**src/csp_pkg.sv**
```systemverilog
`default_nettype none
// ----------------------------------------------------------------------------
// csp_pkg: shared types and helpers of the color string parser
// Parser state record, result record, kind codes and field-close logic.
// ----------------------------------------------------------------------------
package csp_pkg;

    localparam int CharW = 8;
    localparam int ChanW = 8;
    localparam int KindW = 3;
    localparam int NumChan = 4;

    localparam logic [KindW-1:0] KIND_HEX6 = 3'd0;
    localparam logic [KindW-1:0] KIND_HEX8 = 3'd1;
    localparam logic [KindW-1:0] KIND_RGB = 3'd2;
    localparam logic [KindW-1:0] KIND_RGBA = 3'd3;
    localparam logic [KindW-1:0] KIND_DEFAULT = 3'd4;

    localparam logic [31:0] MAG_CAP = 32'h8000_0000;
    localparam logic [ChanW-1:0] CHAN_FULL = 8'hFF;

    typedef enum logic [1:0] {
        PH_LEAD,
        PH_SIGN,
        PH_DIGITS,
        PH_STOP
    } phase_t;

    typedef struct packed {
        logic                            seen_content;
        logic                            leads_with_hash;
        logic [3:0]                      trimmed_length;
        logic [3:0]                      pending_blanks;
        logic [31:0]                     hex_value;
        logic                            hex_running;
        logic                            hex_any_digit;
        logic                            saw_comma;
        phase_t                          field_phase;
        logic [31:0]                     field_magnitude;
        logic                            field_negative;
        logic                            field_overflow;
        logic [NumChan-1:0][ChanW-1:0]   channel_store;
        logic [2:0]                      field_count;
    } csp_state_t;

    typedef struct packed {
        logic [ChanW-1:0] red;
        logic [ChanW-1:0] green;
        logic [ChanW-1:0] blue;
        logic [ChanW-1:0] alpha;
        logic [KindW-1:0] kind;
    } csp_color_t;

    localparam csp_state_t CSP_STATE_RESET = '{
        seen_content:    1'b0,
        leads_with_hash: 1'b0,
        trimmed_length:  4'd0,
        pending_blanks:  4'd0,
        hex_value:       32'd0,
        hex_running:     1'b1,
        hex_any_digit:   1'b0,
        saw_comma:       1'b0,
        field_phase:     PH_LEAD,
        field_magnitude: 32'd0,
        field_negative:  1'b0,
        field_overflow:  1'b0,
        channel_store:   '0,
        field_count:     3'd0
    };

    // Close the current decimal field: clamp, store, clear.
    function automatic csp_state_t finish_field(input csp_state_t s);
        csp_state_t       r;
        logic [ChanW-1:0] v;
        r = s;
        if (s.field_overflow || s.field_negative || s.field_magnitude[31])
        begin
            v = '0;
        end
        else if (s.field_magnitude > 32'd255)
        begin
            v = CHAN_FULL;
        end
        else
        begin
            v = s.field_magnitude[ChanW-1:0];
        end
        if (s.field_count < 3'd4)
        begin
            r.channel_store[s.field_count[1:0]] = v;
            r.field_count = s.field_count + 3'd1;
        end
        r.field_phase = PH_LEAD;
        r.field_magnitude = '0;
        r.field_negative = 1'b0;
        r.field_overflow = 1'b0;
        return r;
    endfunction

endpackage
`default_nettype wire

```
**src/csp_char_if.sv**
```systemverilog
`default_nettype none
// ----------------------------------------------------------------------------
// csp_char_if: character word channel
// Valid/ready channel carrying one character byte and its end mark.
// ----------------------------------------------------------------------------
interface csp_char_if;
    logic       valid;
    logic       ready;
    logic [7:0] ch;
    logic       ch_present;
    logic       last;

    modport source (output valid, output ch, output ch_present, output last,
                    input ready);
    modport sink (input valid, input ch, input ch_present, input last,
                  output ready);
endinterface
`default_nettype wire

```
**src/csp_color_if.sv**
```systemverilog
`default_nettype none
// ----------------------------------------------------------------------------
// csp_color_if: color result channel
// Valid/ready channel carrying four channel codes and the result kind.
// ----------------------------------------------------------------------------
interface csp_color_if;
    logic       valid;
    logic       ready;
    logic [7:0] red;
    logic [7:0] green;
    logic [7:0] blue;
    logic [7:0] alpha;
    logic [2:0] kind;

    modport source (output valid, output red, output green, output blue,
                    output alpha, output kind, input ready);
    modport sink (input valid, input red, input green, input blue,
                  input alpha, input kind, output ready);
endinterface
`default_nettype wire

```
**src/color_string_parser.sv**
```systemverilog
`default_nettype none
// ----------------------------------------------------------------------------
// color_string_parser: streaming RGBA color text parser
// Reads a color string one character per word; gives one color per string.
// ----------------------------------------------------------------------------
// Accepts one character word per clock, except while stalled, with no gaps between
// strings. A word is captured in an input register; from there the
// parser state (hex accumulator, length counters, decimal field
// accumulator, channel store) is updated by one pass of logic, and on the
// word marked last the color is written into the result register, which
// then holds the color until the sink takes it. The result
// register stalls the input only when a finished color is still waiting
// and another string end is about to land on it. Hex text of length 6 or
// 8 (after trimming blanks and one leading '#') gives kinds hex6/hex8;
// three or more comma-separated decimal fields, clamped to 0..255, give
// rgb/rgba (alpha 255 for rgb); anything else gives the default kind with
// all channels zero. State clears after every string end.
// ----------------------------------------------------------------------------
module color_string_parser
    import csp_pkg::*;
(
    input  wire           clk,
    input  wire           rst_n,
    csp_char_if.sink      chars,
    csp_color_if.source   color
);

    // input register
    logic             in_valid_reg;
    logic [CharW-1:0] in_ch_reg;
    logic             in_present_reg;
    logic             in_last_reg;

    // parser state and result register
    csp_state_t st_reg, st_next;
    logic       out_valid_reg, out_valid_next;
    csp_color_t out_reg;

    csp_state_t st_char;  // state after the held character
    csp_color_t res;
    logic       advance;

    // stall only when a string end would overwrite a waiting color
    assign advance = in_valid_reg &&
                     (!in_last_reg || !out_valid_reg || color.ready);
    assign chars.ready = !in_valid_reg || advance;

    always_ff @(posedge clk or negedge rst_n)
    begin
        if (!rst_n)
        begin
            in_valid_reg <= 1'b0;
        end
        else if (chars.ready)
        begin
            in_valid_reg <= chars.valid;
        end
    end

    always_ff @(posedge clk)
    begin
        if (chars.ready && chars.valid)
        begin
            in_ch_reg <= chars.ch;
            in_present_reg <= chars.ch_present;
            in_last_reg <= chars.last;
        end
    end

    // per-character update
    logic        blank, is_digit, hex_ok;
    logic [3:0]  hex_nib, dig;
    logic [5:0]  len_sum;
    logic [35:0] mag_x10;

    always_comb
    begin
        st_char = st_reg;
        blank = (in_ch_reg == 8'h20) || (in_ch_reg == 8'h09);
        is_digit = (in_ch_reg >= "0") && (in_ch_reg <= "9");
        dig = in_ch_reg[3:0];
        hex_ok = 1'b1;
        hex_nib = dig;
        if (is_digit)
        begin
            hex_nib = dig;
        end
        else if (in_ch_reg >= "a" && in_ch_reg <= "f")
        begin
            hex_nib = 4'(in_ch_reg - "a" + 8'd10);
        end
        else if (in_ch_reg >= "A" && in_ch_reg <= "F")
        begin
            hex_nib = 4'(in_ch_reg - "A" + 8'd10);
        end
        else
        begin
            hex_ok = 1'b0;
        end
        len_sum = {2'b0, st_reg.trimmed_length} + {2'b0, st_reg.pending_blanks}
                  + 6'd1;
        mag_x10 = ({4'b0, st_reg.field_magnitude} << 3)
                  + ({4'b0, st_reg.field_magnitude} << 1) + {32'b0, dig};

        if (in_present_reg)
        begin
            // hex bookkeeping
            if (blank)
            begin
                if (st_reg.seen_content)
                begin
                    st_char.hex_running = 1'b0;
                    if (st_reg.pending_blanks != 4'd15)
                    begin
                        st_char.pending_blanks = st_reg.pending_blanks + 4'd1;
                    end
                end
            end
            else if (!st_reg.seen_content && in_ch_reg == "#")
            begin
                st_char.seen_content = 1'b1;
                st_char.leads_with_hash = 1'b1;
            end
            else
            begin
                st_char.seen_content = 1'b1;
                if (st_reg.hex_running && hex_ok)
                begin
                    st_char.hex_value = {st_reg.hex_value[27:0], hex_nib};
                    st_char.hex_any_digit = 1'b1;
                end
                else
                begin
                    st_char.hex_running = 1'b0;
                end
                st_char.trimmed_length = (len_sum > 6'd15) ? 4'd15 : len_sum[3:0];
                st_char.pending_blanks = '0;
            end

            // decimal fields
            if (in_ch_reg == ",")
            begin
                st_char.saw_comma = 1'b1;
                st_char = finish_field(st_char);
            end
            else if (is_digit)
            begin
                if (st_reg.field_phase == PH_LEAD || st_reg.field_phase == PH_SIGN)
                begin
                    st_char.field_magnitude = {28'b0, dig};
                    st_char.field_phase = PH_DIGITS;
                end
                else if (st_reg.field_phase == PH_DIGITS)
                begin
                    if (mag_x10 > {4'b0, MAG_CAP})
                    begin
                        st_char.field_overflow = 1'b1;
                        st_char.field_magnitude = MAG_CAP;
                    end
                    else
                    begin
                        st_char.field_magnitude = mag_x10[31:0];
                    end
                end
            end
            else if (st_reg.field_phase == PH_LEAD)
            begin
                if (in_ch_reg == "-")
                begin
                    st_char.field_negative = 1'b1;
                    st_char.field_phase = PH_SIGN;
                end
                else if (!blank)
                begin
                    st_char.field_phase = PH_STOP;
                end
            end
            else
            begin
                st_char.field_phase = PH_STOP;
            end
        end
    end

    csp_result u_result (
        .st    (st_char),
        .color (res)
    );

    always_comb
    begin
        st_next = st_reg;
        out_valid_next = out_valid_reg;
        if (out_valid_reg && color.ready)
        begin
            out_valid_next = 1'b0;
        end
        if (advance)
        begin
            if (in_last_reg)
            begin
                st_next = CSP_STATE_RESET;
                out_valid_next = 1'b1;
            end
            else
            begin
                st_next = st_char;
            end
        end
    end

    always_ff @(posedge clk or negedge rst_n)
    begin
        if (!rst_n)
        begin
            st_reg <= CSP_STATE_RESET;
            out_valid_reg <= 1'b0;
        end
        else
        begin
            st_reg <= st_next;
            out_valid_reg <= out_valid_next;
        end
    end

    always_ff @(posedge clk)
    begin
        if (advance && in_last_reg)
        begin
            out_reg <= res;
        end
    end

    assign color.valid = out_valid_reg;
    assign color.red = out_reg.red;
    assign color.green = out_reg.green;
    assign color.blue = out_reg.blue;
    assign color.alpha = out_reg.alpha;
    assign color.kind = out_reg.kind;

endmodule
`default_nettype wire

```
**src/csp_result.sv**
```systemverilog
`default_nettype none
// ----------------------------------------------------------------------------
// csp_result: end-of-string classifier
// Closes the open decimal field and picks hex, decimal or default color.
// ----------------------------------------------------------------------------
module csp_result
    import csp_pkg::*;
(
    input  csp_state_t st,
    output csp_color_t color
);

    csp_state_t fin;

    always_comb
    begin
        fin = finish_field(st);
        color = '{red: '0, green: '0, blue: '0, alpha: '0, kind: KIND_DEFAULT};
        if (fin.seen_content)
        begin
            if (!fin.saw_comma && fin.hex_any_digit && fin.trimmed_length == 4'd6)
            begin
                color.red = fin.hex_value[23:16];
                color.green = fin.hex_value[15:8];
                color.blue = fin.hex_value[7:0];
                color.alpha = CHAN_FULL;
                color.kind = KIND_HEX6;
            end
            else if (!fin.saw_comma && fin.hex_any_digit &&
                     fin.trimmed_length == 4'd8)
            begin
                color.red = fin.hex_value[31:24];
                color.green = fin.hex_value[23:16];
                color.blue = fin.hex_value[15:8];
                color.alpha = fin.hex_value[7:0];
                color.kind = KIND_HEX8;
            end
            else if (fin.saw_comma && fin.field_count >= 3'd3)
            begin
                color.red = fin.channel_store[0];
                color.green = fin.channel_store[1];
                color.blue = fin.channel_store[2];
                if (fin.field_count >= 3'd4)
                begin
                    color.alpha = fin.channel_store[3];
                    color.kind = KIND_RGBA;
                end
                else
                begin
                    color.alpha = CHAN_FULL;
                    color.kind = KIND_RGB;
                end
            end
        end
    end

endmodule
`default_nettype wire
```
**src/flat_wrapper.sv**
```systemverilog
// flat-port wrapper written by rule: the top's interface ports become plain ports
module color_string_parser_flat import csp_pkg::*;
  (clk, rst_n, chars_valid, chars_ch, chars_ch_present, chars_last, chars_ready, color_valid, color_red, color_green, color_blue, color_alpha, color_kind, color_ready);
  csp_char_if chars_i ();
  csp_color_if color_i ();
  input  wire clk;
  input  wire rst_n;
  input wire logic [$bits(chars_i.valid)-1:0] chars_valid;
  input wire logic [$bits(chars_i.ch)-1:0] chars_ch;
  input wire logic [$bits(chars_i.ch_present)-1:0] chars_ch_present;
  input wire logic [$bits(chars_i.last)-1:0] chars_last;
  output wire logic [$bits(chars_i.ready)-1:0] chars_ready;
  output wire logic [$bits(color_i.valid)-1:0] color_valid;
  output wire logic [$bits(color_i.red)-1:0] color_red;
  output wire logic [$bits(color_i.green)-1:0] color_green;
  output wire logic [$bits(color_i.blue)-1:0] color_blue;
  output wire logic [$bits(color_i.alpha)-1:0] color_alpha;
  output wire logic [$bits(color_i.kind)-1:0] color_kind;
  input wire logic [$bits(color_i.ready)-1:0] color_ready;
  assign chars_i.valid = chars_valid;
  assign chars_i.ch = chars_ch;
  assign chars_i.ch_present = chars_ch_present;
  assign chars_i.last = chars_last;
  assign chars_ready = chars_i.ready;
  assign color_valid = color_i.valid;
  assign color_red = color_i.red;
  assign color_green = color_i.green;
  assign color_blue = color_i.blue;
  assign color_alpha = color_i.alpha;
  assign color_kind = color_i.kind;
  assign color_i.ready = color_ready;
  color_string_parser u_core (.clk(clk), .rst_n(rst_n), .chars(chars_i), .color(color_i));
endmodule
```
**config.mk**
```make
export PLATFORM = sky130hd
export DESIGN_NAME = color_string_parser_flat
export DESIGN_NICKNAME = d
export VERILOG_FILES = /design/src/csp_pkg.sv /design/src/csp_char_if.sv /design/src/csp_color_if.sv /design/src/color_string_parser.sv /design/src/csp_result.sv /design/src/flat_wrapper.sv
export SDC_FILE = /design/constraint.sdc
export NUM_CORES = 1
export LEC_CHECK = 0
export BUFFER_PORTS_ARGS = -buffer_cell sky130_fd_sc_hd__buf_4
export CORE_ASPECT_RATIO = 1.25
export CORE_MARGIN = 3
export CORE_UTILIZATION = 60
export DETAILED_ROUTE_END_ITERATION = 8
export MAX_ROUTING_LAYER = met4
export PLACE_DENSITY = 0.74
export SLEW_MARGIN = 5
export SYNTH_ARGS = -nofsm -noshare
export SYNTH_HDL_FRONTEND = slang
export SYNTH_SLANG_ARGS = --single-unit
```
**constraint.sdc**
```tcl
create_clock -name clk -period 12.6 [get_ports clk]
set_input_delay 1.89 -clock clk [delete_from_list [all_inputs] [get_ports clk]]
set_output_delay 1.89 -clock clk [all_outputs]
set_load 0.05 [all_outputs]
```
[Word-level counts from Yosys, hierarchy flattened]
Cells that the tools add are included.
Storage, ports and cells
  input port bits: 14
  register bits after elaboration: 163
  memory bits (read-only): 0
  memories: 0
  output and inout port bits: 37
  memory bits (writable): 0
  logic and storage cells: 169
  bits in latches: 0
Operators by class
  $lt $le $gt $ge: 18
  add/sub/neg operators: 11
  reduce and logical (&&, ||, !) cells: 35
  multipliers: 0
  mux-type cells: 62
  equal/unequal tests: 12
  div/mod/pow operators: 0
  shift-type cells: 0
  bitwise operators: 2
Operator list (number)
  $mux W116: 2
  $mux W35: 6
  $mux W32: 6
  $bwmux W32: 2
  $gt A32 B8 Y1 const B: 2
  $mux W8: 8
  $mux W42: 1
  $add A35 B33 Y36: 1
  $add A36 B4 Y36: 1
  $gt A36 B32 Y1 const B: 1
  $mux W36: 1
  $demux W8 S2: 2
  $eq A8 B6 Y1 const B: 4
  $mux W4: 7
  $mux W1: 20
  $ge A8 B7 Y1 const B: 2
  $le A8 B7 Y1 const B: 2
  $logic_and A1 B1 Y1: 15
  $mux W11: 1
  $mux W2: 5
  $logic_or A1 B1 Y1: 9
  $add A4 B4 Y4 const B: 2
  $eq A8 B4 Y1 const B: 1
  $ge A8 B6 Y1 const B: 1
  28 further kinds: 38

[Logic depth before layout (Yosys ltp)]
  depth in word-level cells: 21
  gate-level depth with buffers: 17
  depth with buffers taken out: 16

[Hierarchy]
From an unflattened synthesis, not the netlist that was laid out.
Unflattened totals
  cells, all modules: 1440
  area total of the unflattened synthesis: 12538.3 µm²
By module, submodules not included
  color_string_parser: cells an instance 1175, times used 1, sequential area each 4305.4 µm², area an instance 10700.3 µm²
  csp_result: cells an instance 265, times used 1, sequential area each 0.0 µm², area an instance 1838.0 µm²

[Worst setup path before layout]
OpenSTA, ideal clock, no wires.
  path type: register to register
  start: reg u_core.in_ch_reg[3]
  end: reg u_core.out_reg (netlist bit u_core.color.alpha[3]), data pin
  path buffers: 0
  clock period less this slack: 4.660 ns
  slack: 7.940 ns
  cell stages (with the launch flop): 16
  required time: 12.424 ns
  data arrival time: 4.484 ns
  cells stage by stage: edfxtp_1 -> fa_1 -> inv_1 -> fa_1 -> nand2b_1 -> nand2b_1 -> a21oi_1 -> xnor2_1 -> or4_1 -> or4_1 -> or4_4 -> o41ai_4 -> nand2_4 -> o41a_1 -> nor3b_2 -> o32ai_1
On the way
  word-level cells in the longest chain between the ends: 17
RTL lines
  start, declared: RTL line color_string_parser.sv:30  | logic [CharW-1:0] in_ch_reg;
  start signal, assigned: RTL line color_string_parser.sv:64  | in_ch_reg <= chars.ch;
  $add A36 B4 Y36: RTL line color_string_parser.sv:103  | + ({4'b0, st_reg.field_magnitude} << 1) + {32'b0, dig};
  $gt A36 B32 Y1: RTL line color_string_parser.sv:155  | if (mag_x10 > {4'b0, MAG_CAP})
  $mux W32 or $mux W1 (tied branches): RTL line color_string_parser.sv:155
  $mux W32 or $mux W1 (tied branches): RTL line color_string_parser.sv:153  | else if (st_reg.field_phase == PH_DIGITS)
  $mux W32 or $mux W1 (tied branches): RTL line color_string_parser.sv:148  | if (st_reg.field_phase == PH_LEAD || st_reg.field_phase == PH_SIGN)
  $mux W32 or $mux W1 (tied branches): RTL line color_string_parser.sv:146  | else if (is_digit)
  $mux W36: RTL line color_string_parser.sv:141  | if (in_ch_reg == ",")
  $mux W116 *: RTL line color_string_parser.sv:105  | if (in_present_reg)
  $gt A32 B8 Y1 or $logic_or A1 B1 Y1 (tied branches): RTL line csp_pkg.sv:80, csp_pkg.sv:76
  $mux W8 or $logic_or A1 B1 Y1 (tied branches): RTL line csp_pkg.sv:80, csp_pkg.sv:76
  $mux W8: RTL line csp_pkg.sv:76  | if (s.field_overflow || s.field_negative || s.field_magnitude[31])
  $bwmux W32: RTL line csp_pkg.sv:90  | r.channel_store[s.field_count[1:0]] = v;
  $mux W35: RTL line csp_pkg.sv:88  | if (s.field_count < 3'd4)
  $mux W11: RTL line csp_result.sv:43  | if (fin.field_count >= 3'd4)
  $mux W35: RTL line csp_result.sv:38  | else if (fin.saw_comma && fin.field_count >= 3'd3)
  $mux W35: RTL line csp_result.sv:29  | else if (!fin.saw_comma && fin.hex_any_digit &&
  $mux W35: RTL line csp_result.sv:21  | if (!fin.saw_comma && fin.hex_any_digit && fin.trimmed_length == 4'd6)
  end signal, assigned: RTL line color_string_parser.sv:230  | out_reg <= res;
  end, declared: RTL line color_string_parser.sv:37  | csp_color_t out_reg;
Mark *: on every way between the ends. The rest lies on a longest branch, timed or not. The select of a mux whose other input is x is not followed.
A chain may end at the register's enable or synchronous reset.

[Final worst setup path]
  start: reg u_core.in_ch_reg[3]
  end: reg u_core.out_reg (netlist bit u_core.color.alpha[5]), data pin
Same word-level chain as after synthesis.

==> results.md <==
* Number of global-route vias before repair at 11,500
* Worst reg-to-reg path cell count at 15
* Total DRC errors in the routed layout at 1
* Fraction of the yosys area taken by sequential cells at 35.3%
* Count of maximum capacitance violations at 0
* Total of flip-flops plus latches after synthesis at 162
* R2r startpoint: u_core.in_ch_reg[3]$_DFFE_PP_
* Worst hold-check path type: register to register
* Worst-case register-to-register setup slack at 6.68 ns
* RePlAce Congestion at 1.06
* Critical Path Fanout Max at 11
* Final count of hold timing violations at 0
* Number of buffers and inverters on the critical path at 1
* Via total after detailed routing at 11,700
* Synthesized area at 12,100 µm²
* CP arrival at 6.08 ns
* Areal power density over the cells at 119 nW/µm²
* Cell repeated most along the worst path: sky130_fd_sc_hd__fa_1
* Global routing's busiest layer: met2
* Worst hold endpoint: u_core.st_reg[15]$_DFFE_PN0P_
* Number of DRC violations after detailed-routing iteration 0 at 1,005
* Unrepaired setup endpoints after global routing: no
* Syn Inst Count at 1,426
* Number of cells after detailed placement at 1,670
* Drt via density at 6.86
* Per-instance average area after synthesis at 8.51 µm²
* Number of clock buffers inserted by TritonCTS at 17
* CTS H-tree depth at 4
* Total negative slack at 0 ns
* Grt met1 use at 41.5%
* Post-CTS setup repair buffer count at 0
* Fraction of the cycle the final worst path needs at 47.0%
* Wire length of the first global-routing pass at 62,100 µm
* Critical Path, Cell by Cell: fa_1 > inv_1 > fa_1 > nand2b_1 > a21oi_1 > o2111ai_1 > a31oi_1 > o211ai_1 > a32oi_1 > nand3_1 > o21ai_0 > nor4b_1 > nand4_1 > a2111oi_0 > o32ai_1
* Sink Count at 162
* Clock root cell: sky130_fd_sc_hd__clkbuf_16
* Cts hold-fix bufs at 0
* Boundary pin count at 51
* Peak VDD IR at 0.0946 mV
* Hold path startpoint: u_core.st_reg[15]$_DFFE_PN0P_
* Height of the chip at 165 µm
* Distinct cells, synth at 90
* Slowest cell on the critical path: sky130_fd_sc_hd__a2111oi_0
* Grt met2 use at 62.7%
* Violations in the final reports: DRC
* Die footprint at 22,000 µm²
* Worst R2R End: u_core.color.alpha[5]$_SDFFCE_PP0P_
* CTS clock-pin slew for the worst setup and hold paths at 0.08 ns
* Number of cells on the worst hold path at 1
* Initial Util at 61.8%
* GR Util met3 at 5.30%
* Maximum number of buffers from clock root to sink at 2
* Final-report max-slew violation count at 0
* Largest net degree at the start of global routing at 94
* Number of antenna violations at the first check in global routing at 0
* Number of flip-flops under the largest register name at 115
* Number of flops mapped to enable cells by yosys at 45
* Final critical-path required period at 5.92 ns
* Half-perimeter wire length after detailed placement at 28,300 µm
* Number of antenna-violating nets in the routed design at 0
* Design Power at 1580 µW
* Global-route total usage across every layer at 37.0%
* Outcome: complete, but fails checks
* Antenna diode count at 0
* Count of endpoints failing setup in the final report at 0
* Length of the first detailed-routing pass in iterations at 7
* Layout Area Growth over Synthesis at 9.02%
* Resized cells post-CTS at 0
* Type of destination of the critical path: register
* Warnings from Yosys at 0
* Share of flip-flops with an asynchronous set or reset after synthesis at 72.2%
* Delay-heaviest family, CP: compound AO/OA/AOI/OAI gates
* Clock latency reported for the late side of the worst-skew pair at 0.44 ns
* Ys flop type: sky130_fd_sc_hd__dfrtp_1
* Static power due to leakage at 0.00547 µW
* Final Skew at 0.0118 ns
* Post-route insts no fill at 1,702
* Biggest cell delay along the critical path at 0.93 ns
* Net Count, Synth at 1,521
* Total of buffers placed on input and output ports at 50
* WS Path Type: register to register
* Transition time at the pin with the least slew margin at 1.10 ns
* Max-Slew Margin vs Limit at 26.9%
* Floorplan die width at 133 µm
* Clock tree from TritonCTS: done
* Global-route congestion overflow total at 0
* Core region area at 19,600 µm²
* Type of origin of the critical path: register
* Data required, critical path at 12.76 ns
* Proportion of layout cells with a drive suffix above 1 at 9.12%
* F_max at 169 MHz
* Total Nets Final at 1,519
* Floorplan row count at 57
* Detailed Route WL at 39,400 µm
* Routed wirelength normalized by instance count at 23.2 µm
## layout make-up
class,count,area [µm²]
Multi-Input combinational cell,1149,7380
Fill cell,1617,6390
Sequential cell,162,4280
Timing Repair Buffer,67,503
Clock buffer,17,425
Tap cell,265,332
Clock inverter,15,205
Inverter,27,101
## kinds of logic after synthesis
| family | count (synthesis) | synth area share, % |
|---|---|---|
| adder cells (fa/ha/maj) | 81 | 8.54 |
| flip-flops | 162 | 35.3 |
| AO/OA/AOI/OAI | 542 | 29.5 |
| AND/OR/NAND/NOR | 459 | 17.5 |
| XOR/XNOR | 33 | 2.38 |
| multiplexers | 34 | 2.82 |
| buffers and inverters | 115 | 3.99 |
## Yosys cell counts, types with 6 or more instances
library cell / instances / area, µm²
sky130_fd_sc_hd__and2_1: 17 / 106
sky130_fd_sc_hd__o21ai_0: 147 / 736
sky130_fd_sc_hd__nand2b_1: 8 / 50.1
sky130_fd_sc_hd__nand4_1: 14 / 87.6
sky130_fd_sc_hd__ha_1: 78 / 976
sky130_fd_sc_hd__buf_4: 6 / 45.0
sky130_fd_sc_hd__inv_1: 26 / 97.6
sky130_fd_sc_hd__or3_1: 10 / 62.6
sky130_fd_sc_hd__a32oi_1: 7 / 61.3
sky130_fd_sc_hd__xor2_1: 13 / 114
sky130_fd_sc_hd__and3_1: 8 / 50.1
sky130_fd_sc_hd__nand3_1: 31 / 155
sky130_fd_sc_hd__o22ai_1: 23 / 144
sky130_fd_sc_hd__nand3b_1: 6 / 45.0
sky130_fd_sc_hd__dfrtp_1: 116 / 2900
sky130_fd_sc_hd__mux2i_1: 33 / 330
sky130_fd_sc_hd__o221a_2: 11 / 124
sky130_fd_sc_hd__xnor2_1: 20 / 175
sky130_fd_sc_hd__clkbuf_1: 67 / 251
sky130_fd_sc_hd__edfxtp_1: 45 / 1350
sky130_fd_sc_hd__o31ai_1: 9 / 67.6
sky130_fd_sc_hd__a21o_1: 23 / 173
sky130_fd_sc_hd__a211oi_1: 16 / 120
sky130_fd_sc_hd__a21oi_1: 118 / 591
sky130_fd_sc_hd__a21boi_0: 9 / 67.6
sky130_fd_sc_hd__a31oi_1: 11 / 68.8
sky130_fd_sc_hd__o211ai_1: 15 / 113
sky130_fd_sc_hd__buf_1: 6 / 22.5
sky130_fd_sc_hd__nand2_1: 189 / 709
sky130_fd_sc_hd__o32ai_1: 7 / 61.3
sky130_fd_sc_hd__a22oi_1: 46 / 345
sky130_fd_sc_hd__o21a_1: 17 / 128
sky130_fd_sc_hd__a22o_1: 12 / 105
sky130_fd_sc_hd__o221ai_1: 14 / 123
sky130_fd_sc_hd__o2111ai_1: 6 / 52.6
sky130_fd_sc_hd__nor4_1: 10 / 62.6
sky130_fd_sc_hd__nor2_1: 112 / 420
sky130_fd_sc_hd__nor3_1: 24 / 120
## per-layer routing
metal / vias to the layer above / routed length [µm]
met5: - / 0
met4: 0 / 2840
met3: 183 / 2320
met2: 559 / 19500
met1: 5540 / 14700
li1: 5389 / -
## worst max-delay path by stage
stage / end / cells past startpoint / from
6_report: u_core.color.alpha[5]$_SDFFCE_PP0P_ / 15 / u_core.in_ch_reg[3]$_DFFE_PP_
5_1_grt: u_core.color.alpha[5]$_SDFFCE_PP0P_ / 15 / u_core.in_ch_reg[3]$_DFFE_PP_
4_1_cts: u_core.color.alpha[5]$_SDFFCE_PP0P_ / 15 / u_core.in_ch_reg[3]$_DFFE_PP_
3_5_place_dp: u_core.color.alpha[5]$_SDFFCE_PP0P_ / 15 / u_core.in_ch_reg[3]$_DFFE_PP_
3_3_place_gp: u_core.color.alpha[3]$_SDFFCE_PP0P_ / 15 / u_core.in_ch_reg[3]$_DFFE_PP_
2_1_floorplan: u_core.color.alpha[3]$_SDFFCE_PP0P_ / 15 / u_core.in_ch_reg[3]$_DFFE_PP_
## where the power goes
| group | leakage (µW) | switching, µW | internal (µW) | total (µW) |
|---|---|---|---|---|
| Clock | 0.000305 | 264 | 289 | 552 |
| Sequential | 0.00204 | 44.7 | 574 | 619 |
| Combinational | 0.00313 | 286 | 119 | 404 |
| Total | 0.00547 | 594 | 982 | 1580 |
## stage by stage
step                      utilization [%]  area (µm²)  worst slack [ns]  hold WS (ns)
after CTS                            67.4       13200              6.87         0.481
final                                67.4       13200              6.68         0.480
after global placement               64.2       12600              7.16         0.457
after global routing                 67.4       13200              6.42         0.493
after floorplan                         -       12100              7.94         0.449
after detailed placement             64.2       12600              6.91         0.465
## cell usage in the layout (no fill, tap or decap), types with 10 or more instances in the layout
cell,instances
sky130_fd_sc_hd__nand2_1,188
sky130_fd_sc_hd__o21ai_0,147
sky130_fd_sc_hd__a21oi_1,118
sky130_fd_sc_hd__dfrtp_1,116
sky130_fd_sc_hd__nor2_1,111
sky130_fd_sc_hd__ha_1,78
sky130_fd_sc_hd__buf_4,67
sky130_fd_sc_hd__a22oi_1,46
sky130_fd_sc_hd__edfxtp_1,45
sky130_fd_sc_hd__mux2i_1,33
sky130_fd_sc_hd__nand3_1,31
sky130_fd_sc_hd__inv_1,26
sky130_fd_sc_hd__nor3_1,24
sky130_fd_sc_hd__a21o_1,23
sky130_fd_sc_hd__o22ai_1,23
sky130_fd_sc_hd__xnor2_1,20
sky130_fd_sc_hd__and2_1,17
sky130_fd_sc_hd__o21a_1,17
sky130_fd_sc_hd__clkbuf_16,17
sky130_fd_sc_hd__a211oi_1,16
sky130_fd_sc_hd__o211ai_1,15
sky130_fd_sc_hd__o221ai_1,14
sky130_fd_sc_hd__nand4_1,14
sky130_fd_sc_hd__xor2_1,13
sky130_fd_sc_hd__a22o_1,12
sky130_fd_sc_hd__a31oi_1,11
sky130_fd_sc_hd__o221a_2,11
sky130_fd_sc_hd__nor4_1,10
sky130_fd_sc_hd__or3_1,10
Power figures use the tool's default switching activity.
